<file path="config.mk">
export PLATFORM = sky130hd
export DESIGN_NAME = two_level_lru_slot_pager_unit
export DESIGN_NICKNAME = d
export VERILOG_FILES = /design/src/hw/rtl/tllsp_pkg.sv /design/src/hw/rtl/tllsp_lru_scan.sv /design/src/hw/rtl/two_level_lru_slot_pager_unit.sv
export SDC_FILE = /design/constraint.sdc
export NUM_CORES = 2
export LEC_CHECK = 0
export BUFFER_PORTS_ARGS = -buffer_cell sky130_fd_sc_hd__buf_2
export CORE_MARGIN = 1
export CORE_UTILIZATION = 26
export DETAILED_ROUTE_END_ITERATION = 8
export SYNTH_ARGS = -nofsm -noshare
export SYNTH_HDL_FRONTEND = slang
export SYNTH_HIERARCHICAL = 1
export SYNTH_SLANG_ARGS = --single-unit
</file>
<file path="constraint.sdc">
create_clock -name clk -period 9.2 [get_ports clk]
set_clock_uncertainty 0.05 [all_clocks]
set_input_delay 2.76 -clock clk [delete_from_list [all_inputs] [get_ports clk]]
set_output_delay 2.76 -clock clk [all_outputs]
set_load 0.03 [all_outputs]
</file>
<file path="src/hw/rtl/tllsp_pkg.sv">
// Shared constants, codes and types for the two-level LRU slot pager.
package tllsp_pkg;

  localparam int HostSlotsDef   = 4;
  localparam int DeviceSlotsDef = 16;
  localparam int KeyHalfDef     = 8;

  localparam int FuncW   = 2;
  localparam int IdxW    = 8;
  localparam int StatusW = 3;
  localparam int DslotW  = 4;
  localparam int HslotW  = 2;
  localparam int PendW   = 3;
  localparam int CountW  = 32;
  localparam int CntCfgW = 9;
  localparam int BytesW  = 40;
  localparam int StampW  = 64;
  localparam int CfgIdxW = 2;

  localparam logic [FuncW-1:0] FUNC_STAGE  = 2'd0;
  localparam logic [FuncW-1:0] FUNC_DRAIN  = 2'd1;
  localparam logic [FuncW-1:0] FUNC_LOCATE = 2'd2;
  localparam logic [FuncW-1:0] FUNC_RSVD   = 2'd3;

  localparam logic [StatusW-1:0] ST_HIT     = 3'd0;
  localparam logic [StatusW-1:0] ST_MISS    = 3'd1;
  localparam logic [StatusW-1:0] ST_OVERLAP = 3'd2;
  localparam logic [StatusW-1:0] ST_SMALL   = 3'd3;
  localparam logic [StatusW-1:0] ST_RANGE   = 3'd4;
  localparam logic [StatusW-1:0] ST_NOTRES  = 3'd5;
  localparam logic [StatusW-1:0] ST_DONE    = 3'd6;

  localparam logic [CfgIdxW-1:0] CFG_LAYERS  = 2'd0;
  localparam logic [CfgIdxW-1:0] CFG_EXPERTS = 2'd1;
  localparam logic [CfgIdxW-1:0] CFG_EBYTES  = 2'd2;
  localparam logic [CfgIdxW-1:0] CFG_SBYTES  = 2'd3;

  // Control from sequencer to scan unit
  typedef struct packed {
    logic start;
  } scan_ctl_t;

endpackage

</file>
<file path="src/hw/rtl/tllsp_lru_scan.sv">
// Shared slot scanner: one slot per cycle, finds first free else least stamp.
module tllsp_lru_scan #(
  parameter int N  = 16,
  parameter int IW = 4
) (
  input  logic                      clk,
  input  logic                      rst_n,
  input  tllsp_pkg::scan_ctl_t      ctl,
  input  logic                      cur_valid,
  input  logic [tllsp_pkg::StampW-1:0] cur_stamp,
  output logic [IW-1:0]             idx,
  output logic                      done,
  output logic [IW-1:0]             best
);
  import tllsp_pkg::*;

  logic          busy_r, busy_nxt;
  logic [IW-1:0] idx_r, idx_nxt;
  logic [IW-1:0] best_r, best_nxt;
  logic [StampW-1:0] bstamp_r, bstamp_nxt;
  logic          free_r, free_nxt;
  logic          last;

  assign last = (idx_r == IW'(N - 1));

  // Compare the current slot against the best so far
  always_comb begin
    busy_nxt   = busy_r;
    idx_nxt    = idx_r;
    best_nxt   = best_r;
    bstamp_nxt = bstamp_r;
    free_nxt   = free_r;
    if (ctl.start) begin
      busy_nxt = 1'b1;
      idx_nxt  = '0;
      free_nxt = 1'b0;
    end else if (busy_r) begin
      if (!free_r) begin
        if (!cur_valid) begin
          free_nxt = 1'b1;
          best_nxt = idx_r;
        end else if (idx_r == '0 || cur_stamp < bstamp_r) begin
          best_nxt   = idx_r;
          bstamp_nxt = cur_stamp;
        end
      end
      if (last) busy_nxt = 1'b0;
      else idx_nxt = idx_r + 1'b1;
    end
  end

  always_ff @(posedge clk) begin
    if (!rst_n) begin
      busy_r <= 1'b0;
      idx_r  <= '0;
      free_r <= 1'b0;
    end else begin
      busy_r <= busy_nxt;
      idx_r  <= idx_nxt;
      free_r <= free_nxt;
    end
    best_r   <= best_nxt;
    bstamp_r <= bstamp_nxt;
  end

  assign idx  = idx_r;
  assign done = busy_r && last;
  assign best = best_nxt;

endmodule

</file>
<file path="src/hw/rtl/two_level_lru_slot_pager_unit.sv">
// Top level of the two-level LRU slot pager with pending-copy tracking.
// Per request: drain goes straight to the result; locate runs the hit scan; stage runs up to
// the pending check, hit scan, host scan and device scan in that order, the two LRU scans on
// a slot scanner sized to the larger slot count rounded up to a power of two; one slot scanner
// and two key comparators (pending and device); out_stall holds the result.
// One request at a time; in_stall is high from acceptance until the result is taken.
// Synchronous active-low reset clears all valid bits, live marks, counters and stamps.
module two_level_lru_slot_pager_unit #(
  parameter int HOST_SLOT_NUM = tllsp_pkg::HostSlotsDef,
  parameter int DEV_SLOT_NUM  = tllsp_pkg::DeviceSlotsDef,
  parameter int KEY_HALF_BITS = tllsp_pkg::KeyHalfDef
) (
  input  logic                           clk,
  input  logic                           rst_n,
  input  logic                           in_valid,
  output logic                           in_stall,
  input  logic [tllsp_pkg::FuncW-1:0]    in_func,
  input  logic [tllsp_pkg::IdxW-1:0]     in_layer_index,
  input  logic [tllsp_pkg::IdxW-1:0]     in_expert_index,
  output logic                           out_valid,
  input  logic                           out_stall,
  output logic [tllsp_pkg::StatusW-1:0]  out_status,
  output logic [tllsp_pkg::DslotW-1:0]   out_device_slot_index,
  output logic [tllsp_pkg::HslotW-1:0]   out_host_slot_index,
  output logic                           out_drained,
  output logic [tllsp_pkg::PendW-1:0]    out_pending_count,
  output logic [tllsp_pkg::CountW-1:0]   out_hit_total,
  output logic [tllsp_pkg::CountW-1:0]   out_miss_total,
  input  logic                           cfg_valid,
  output logic                           cfg_ready,
  input  logic [tllsp_pkg::CfgIdxW-1:0]  cfg_index,
  input  logic [tllsp_pkg::BytesW-1:0]   cfg_data
);
  import tllsp_pkg::*;

  localparam int KW  = 2 * KEY_HALF_BITS;
  localparam int DW  = (DEV_SLOT_NUM > 1) ? $clog2(DEV_SLOT_NUM) : 1;
  localparam int HW  = (HOST_SLOT_NUM > 1) ? $clog2(HOST_SLOT_NUM) : 1;
  localparam int PW  = $clog2(HOST_SLOT_NUM + 1);
  localparam int SW  = (DW > HW) ? DW : HW;
  localparam int LW  = (KEY_HALF_BITS < IdxW) ? KEY_HALF_BITS : IdxW;

  typedef enum logic [3:0] {
    S_IDLE, S_PEND, S_HITSCAN, S_CHECK, S_HSCAN, S_HWAIT, S_DSCAN, S_DWAIT,
    S_OUT
  } state_t;

  state_t state_r;

  // Configuration
  logic [CntCfgW-1:0] layers_r, experts_r;
  logic [BytesW-1:0]  ebytes_r, sbytes_r;

  // Slot state
  logic [KW-1:0]     dkey_r   [DEV_SLOT_NUM];
  logic [DEV_SLOT_NUM-1:0] dvalid_r;
  logic [StampW-1:0] dstamp_r [DEV_SLOT_NUM];
  logic [HOST_SLOT_NUM-1:0] hvalid_r, hlive_r;
  logic [StampW-1:0] hstamp_r [HOST_SLOT_NUM];
  logic [KW-1:0]     pkey_r   [HOST_SLOT_NUM];
  logic [PW-1:0]     pfill_r;
  logic [StampW-1:0] stamp_r;
  logic [CountW-1:0] hits_r, misses_r;

  // Request
  logic [FuncW-1:0]  func_r;
  logic [IdxW-1:0]   layer_r, expert_r;
  logic [KW-1:0]     key;
  logic [HW-1:0]     pidx_r;
  logic [DW-1:0]     hidx_r;
  logic              found_r;
  logic              hscan_r;
  logic [HW-1:0]     hsel_r;

  // Result
  logic [StatusW-1:0] status_r;
  logic [DslotW-1:0]  dslot_r;
  logic [HslotW-1:0]  hslot_r;
  logic               drained_r;

  assign key = {KEY_HALF_BITS'(layer_r[LW-1:0]), KEY_HALF_BITS'(expert_r[LW-1:0])};

  // Shared scanner, sized to the larger slot group
  scan_ctl_t     sctl;
  logic [SW-1:0] sidx, sbest;
  logic          sdone, scur_valid;
  logic [StampW-1:0] scur_stamp;
  logic [SW:0]   scan_n_r;

  always_comb begin
    scur_valid = 1'b1;
    scur_stamp = '0;
    if ({1'b0, sidx} >= scan_n_r) begin
      scur_valid = 1'b1;
      scur_stamp = '1;
    end else if (hscan_r) begin
      scur_valid = hvalid_r[sidx[HW-1:0]];
      scur_stamp = hstamp_r[sidx[HW-1:0]];
    end else begin
      scur_valid = dvalid_r[sidx[DW-1:0]];
      scur_stamp = dstamp_r[sidx[DW-1:0]];
    end
  end

  tllsp_lru_scan #(.N(1 << SW), .IW(SW)) u_scan (
    .clk, .rst_n, .ctl(sctl), .cur_valid(scur_valid), .cur_stamp(scur_stamp),
    .idx(sidx), .done(sdone), .best(sbest)
  );

  logic [BytesW-1:0] cap;
  assign cap = (sbytes_r == '0) ? ebytes_r : sbytes_r;

  logic accept;
  assign accept   = in_valid && !in_stall;
  assign in_stall = (state_r != S_IDLE);
  assign cfg_ready = (state_r == S_IDLE);

  always_comb begin
    sctl.start = 1'b0;
    if (state_r == S_CHECK) sctl.start = 1'b1;
    if (state_r == S_HWAIT) sctl.start = 1'b1;
  end

  logic pmatch, dmatch;
  assign pmatch = (pkey_r[pidx_r] == key);
  assign dmatch = dvalid_r[hidx_r] && (dkey_r[hidx_r] == key);

  // Sequencer: hold state, slot tables and registered result
  always_ff @(posedge clk) begin
    if (!rst_n) begin
      state_r   <= S_IDLE;
      layers_r  <= CntCfgW'(1);
      experts_r <= CntCfgW'(1);
      ebytes_r  <= BytesW'(1);
      sbytes_r  <= '0;
      dvalid_r  <= '0;
      hvalid_r  <= '0;
      hlive_r   <= '0;
      pfill_r   <= '0;
      stamp_r   <= '0;
      hits_r    <= '0;
      misses_r  <= '0;
      out_valid <= 1'b0;
      hscan_r   <= 1'b0;
      scan_n_r  <= '0;
      for (int i = 0; i < DEV_SLOT_NUM; i++) begin
        dkey_r[i]   <= '0;
        dstamp_r[i] <= '0;
      end
      for (int i = 0; i < HOST_SLOT_NUM; i++) hstamp_r[i] <= '0;
    end else begin
      if (cfg_valid && cfg_ready) begin
        unique case (cfg_index)
          CFG_LAYERS:  layers_r  <= cfg_data[CntCfgW-1:0];
          CFG_EXPERTS: experts_r <= cfg_data[CntCfgW-1:0];
          CFG_EBYTES:  ebytes_r  <= cfg_data;
          CFG_SBYTES:  sbytes_r  <= cfg_data;
          default: ;
        endcase
      end
      unique case (state_r)
        S_IDLE: begin
          if (accept) begin
            func_r    <= in_func;
            layer_r   <= in_layer_index;
            expert_r  <= in_expert_index;
            pidx_r    <= '0;
            hidx_r    <= '0;
            found_r   <= 1'b0;
            drained_r <= 1'b0;
            dslot_r   <= '0;
            hslot_r   <= '0;
            status_r  <= ST_RANGE;
            unique case (in_func)
              FUNC_DRAIN: begin
                pfill_r  <= '0;
                hlive_r  <= '0;
                status_r <= ST_DONE;
                state_r  <= S_OUT;
                out_valid <= 1'b1;
              end
              FUNC_LOCATE: state_r <= S_HITSCAN;
              FUNC_STAGE:  state_r <= S_PEND;
              default: begin
                state_r   <= S_OUT;
                out_valid <= 1'b1;
              end
            endcase
          end
        end
        // Check one pending entry per cycle
        S_PEND: begin
          if (PW'(pidx_r) >= pfill_r) state_r <= S_HITSCAN;
          else if (pmatch) begin
            status_r  <= ST_OVERLAP;
            state_r   <= S_OUT;
            out_valid <= 1'b1;
          end else if (pidx_r == HW'(HOST_SLOT_NUM - 1)) state_r <= S_HITSCAN;
          else pidx_r <= pidx_r + 1'b1;
        end
        // Look for the key in the device slots, lowest first
        S_HITSCAN: begin
          if (dmatch) begin
            found_r <= 1'b1;
            dslot_r <= DslotW'(hidx_r);
            state_r <= S_CHECK;
          end else if (hidx_r == DW'(DEV_SLOT_NUM - 1)) state_r <= S_CHECK;
          else hidx_r <= hidx_r + 1'b1;
        end
        S_CHECK: begin
          hscan_r  <= 1'b1;
          scan_n_r <= (SW+1)'(HOST_SLOT_NUM);
          if (func_r == FUNC_LOCATE) begin
            status_r  <= found_r ? ST_HIT : ST_NOTRES;
            state_r   <= S_OUT;
            out_valid <= 1'b1;
          end else if (found_r) begin
            stamp_r          <= stamp_r + 1'b1;
            dstamp_r[hidx_r] <= stamp_r + 1'b1;
            if (hits_r != '1) hits_r <= hits_r + 1'b1;
            status_r  <= ST_HIT;
            state_r   <= S_OUT;
            out_valid <= 1'b1;
          end else if (ebytes_r > cap) begin
            status_r  <= ST_SMALL;
            state_r   <= S_OUT;
            out_valid <= 1'b1;
          end else if ({1'b0, layer_r} >= layers_r || {1'b0, expert_r} >= experts_r) begin
            status_r  <= ST_RANGE;
            state_r   <= S_OUT;
            out_valid <= 1'b1;
          end else state_r <= S_HSCAN;
        end
        // Host LRU scan
        S_HSCAN: begin
          if (sdone) begin
            hsel_r  <= sbest[HW-1:0];
            state_r <= S_HWAIT;
          end
        end
        S_HWAIT: begin
          if (hlive_r[hsel_r]) begin
            hlive_r   <= '0;
            pfill_r   <= '0;
            drained_r <= 1'b1;
          end
          stamp_r          <= stamp_r + 1'b1;
          hvalid_r[hsel_r] <= 1'b1;
          hstamp_r[hsel_r] <= stamp_r + 1'b1;
          hscan_r  <= 1'b0;
          scan_n_r <= (SW+1)'(DEV_SLOT_NUM);
          state_r  <= S_DSCAN;
        end
        // Device LRU scan, then fill
        S_DSCAN: begin
          if (sdone) begin
            dkey_r[sbest[DW-1:0]]   <= key;
            dvalid_r[sbest[DW-1:0]] <= 1'b1;
            dstamp_r[sbest[DW-1:0]] <= stamp_r;
            if (pfill_r < PW'(HOST_SLOT_NUM)) begin
              pkey_r[pfill_r[HW-1:0]] <= key;
              pfill_r <= pfill_r + 1'b1;
            end
            hlive_r[hsel_r] <= 1'b1;
            if (misses_r != '1) misses_r <= misses_r + 1'b1;
            status_r  <= ST_MISS;
            dslot_r   <= DslotW'(sbest[DW-1:0]);
            hslot_r   <= HslotW'(hsel_r);
            state_r   <= S_DWAIT;
          end
        end
        S_DWAIT: begin
          state_r   <= S_OUT;
          out_valid <= 1'b1;
        end
        S_OUT: begin
          if (!out_stall) begin
            out_valid <= 1'b0;
            state_r   <= S_IDLE;
          end
        end
        default: state_r <= S_IDLE;
      endcase
    end
  end

  assign out_status            = status_r;
  assign out_device_slot_index = dslot_r;
  assign out_host_slot_index   = hslot_r;
  assign out_drained           = drained_r;
  assign out_pending_count     = PendW'(pfill_r);
  assign out_hit_total         = hits_r;
  assign out_miss_total        = misses_r;

  // Result only shown in the output state
  a_out_state: assert property (@(posedge clk) disable iff (!rst_n)
    out_valid |-> state_r == S_OUT) else $error("result outside output state");
  // Pending fill never exceeds host slots
  a_fill: assert property (@(posedge clk) disable iff (!rst_n)
    pfill_r <= PW'(HOST_SLOT_NUM)) else $error("pending overflow");
  // A drain request empties the pending list
  a_drain: assert property (@(posedge clk) disable iff (!rst_n)
    accept && in_func == FUNC_DRAIN |=> pfill_r == '0 && hlive_r == '0)
    else $error("drain left pending");

endmodule

</file>
==> reports/qor.csv <==
metric,value,unit
syn_nets,6856,
firstDrtPassIters,5,
ys_seq_elements,1977,
die_w,589,µm
dp_hpwl,162,mm
drv_cap,0,
vias_per_cell,4.94,
worst-setup-path-type,reg -> reg,
clk_pin_slew_worst_paths,70,ps
antenna_found_initial,7,
drt-wirelength-per-cell,23.6,µm
combPwrFrac,7.4,%
synthCells,6658,
hp-class,reg -> reg,
intPower,15300,µW
worst_ir_drop_vdd,163,µV
grt_max_degree,182,
numCtsBuffers,201,
grt_overflow_total,0,
synthTopCellsByCount,"1701 x edfxtp_1, 1411 x nor2_1, 451 x nand2_1",
hold_violations,0,
dieArea,346000,µm²
swShare,23.6,%
clk_path_buf_depth,3,
synthArstFlopShare,0,%
powerDensity,195,nW/µm²
min_period_over_period,86.2,%
worst_pin_slew,1390,ps
dr.first_iter.drc_count,6493,
clock-sinks,1977,
total_power,20100,µW
synth_most_common_cell,edfxtp_1,
cp-end-kind,flop,
yosysTopAreaCell,edfxtp_1,
port_buffers,144,
final.setup.tns,0,ps
pin_count,145,
pwr-share-clk,41.6,%
ctsHtreeMaxLevel,4,
ys_warn_count,6,
start_kind,flop,
status,completed,
synth_edf_count,1701,
insertion_delay,890,ps
netlist.area_leader.share,57.1,%
final_nets,6918,
final_max_slew_viol_count,0,
cts_tree,built,
synth_area,89400,µm²
post_cts_resized,0,
start_util,26.1,%
period_needed,7930,ps
die_h,589,µm
gr-usage-all-layers,15.2,%
grt_pass1_wl,394,mm
via_count,56500,
synth_seq_area_share,63.3,%
syn_area_per_cell,13.4,µm²
cp.required,9660,ps
power.share.sequential,50.9,%
cp_data_arrival_time,8390,ps
wl,270,mm
ctsHoldBuffers,0,
setup-violations-final,0,
max_freq,0.126,GHz
postRouteAntennaNets,0,
gp_congestion,0.850,
drive_gt1_share,17.9,%
root_buffer,clkbuf_16,
placementRows,215,
nFillCells,34100,
rsz0062_at_grt,false,
post_cts_buffers,0,
crit_fanout,42,
area_growth,15.2,%
ys.flop_type,edfxtp_1,
max_slew_margin,6.29,%
ys_types,96,
core_area,343000,µm²
p_switching,4740,µW
grt_pass1_vias,57100,
synth.area.top_cells,"edfxtp_1 57%, mux4_2 11%, dfxtp_1 6.2%, nor2_1 5.9%, and2_1 2.3%",
p_leak,0.0333,µW
post-route-drc-count,0,
[critical path, cell delays in order (launching register included)]
cell and delay [ps]:
dfxtp_4 740, buf_12 380, nor2_1 150, nand2_1 110
a31o_4 640, buf_4 380, nand2_1 130, ha_1 320
nand4_1 130, nor3_1 470, nor4b_2 500, o311ai_2 240
a211oi_2 370, o21ai_2 110, o211ai_1 640, nand3b_1 160
o31ai_1 110, buf_4 230, nand2_4 300, nand2_4 660
buf_4 540
[power groups by stage]
stage	logic, µW	registers [µW]	clock network (µW)
final	1490	10200	8350
after global routing	1590	10200	8770
after CTS	1500	10200	8440
after detailed placement	1490	10400	0
after global placement	1470	10400	0
after floorplan	1010	10300	0
[cell families (layout without fill, tap and decap cells)]
family	count (synthesis)	count (layout)	synth area share, %
xor gates and xnor gates	253	253	2.48
AOI/OAI and AO/OA	432	432	3.23
buffers and inverters	639	874	2.89
other	0	3	0
adders and majority gates	133	133	1.86
muxes	615	615	13.2
and+or+nand+nor	2609	2609	13.0
DFF	1977	1977	63.3
[cell usage in the layout (no fill, tap or decap), types with 32 or more instances in the layout]
cell / instances
nand2_4: 39
xnor2_1: 162
dfxtp_1: 269
and2_1: 336
nor3_1: 70
buf_2: 143
a21oi_1: 108
and3_1: 33
mux4_2: 446
nand4_1: 58
o21ai_0: 60
nor2b_1: 34
a21o_1: 38
nor2_1: 1406
clkinv_1: 40
clkbuf_16: 206
edfxtp_1: 1701
clkbuf_1: 47
ha_1: 133
or3_1: 32
inv_1: 115
a21boi_0: 107
buf_4: 203
nand3_1: 69
nand2_1: 410
mux2i_1: 155
xor2_1: 77
[worst paths after layout]
kind	from	end	slack [ps]	cells past startpoint
min	hvalid_r[1]$_SDFFE_PN0P_	hvalid_r[1]$_SDFFE_PN0P_	390	2
min reg2reg	hvalid_r[1]$_SDFFE_PN0P_	hvalid_r[1]$_SDFFE_PN0P_	390	2
max reg2reg	u_scan/idx[1]$_SDFFE_PP0P_	dstamp_r[8][19]$_SDFFCE_PN0P_	1270	20
max	u_scan/idx[1]$_SDFFE_PP0P_	dstamp_r[8][19]$_SDFFCE_PN0P_	1270	20
[per-layer routing]
layer / track usage [%] / wire length (µm) / part of all wire, % / up-vias
met1: 19.7 / 108000 / 40 / 29100
met2: 26.0 / 132000 / 49 / 2743
met5: 0 / 23 / 0.0085 / -
met4: 4.68 / 7960 / 2.9 / 4
met3: 2.49 / 22600 / 8.4 / 487
li1: - / - / - / 24200
[state kept, by name, summed over array words and instances, names as in the netlist, 8 cells and up, named ones only]
| register | flops |
|---|---|
| u_scan/bstamp_r | 64 |
| experts_r | 9 |
| layer_r | 8 |
| dvalid_r | 16 |
| hstamp_r | 256 |
| sbytes_r | 40 |
| out_hit_total | 32 |
| stamp_r | 64 |
| dkey_r | 256 |
| out_miss_total | 32 |
| ebytes_r | 40 |
| expert_r | 8 |
| pkey_r | 64 |
| dstamp_r | 1024 |
| layers_r | 9 |
[cell type report]
cell class	count	area, µm²	area share (%)
Timing Repair Buffer	376	2840	2.75
Antenna cell	3	7.51	0.00729
Inverter	122	463	0.449
Tap cell	4557	5700	5.53
Multi-Input combinational cell	4042	30700	29.8
Sequential cell	1977	56600	55.0
Clock inverter	104	1090	1.06
Clock buffer	272	5590	5.43
[per-stage QoR]
step	hold slack [ps]	worst slack (ps)	cell area (µm²)	instances	util, %
3_3_place_gp	376	1410	96300	11100	28.1
3_5_place_dp	384	1450	96300	11100	28.1
4_1_cts	394	1430	103000	11400	30.1
5_1_grt	419	1090	103000	11500	30.1
6_report	393	1270	103000	11500	30.1
2_1_floorplan	368	1830	89400	6658	-
No activity file was read; power rests on OpenSTA's default activity.
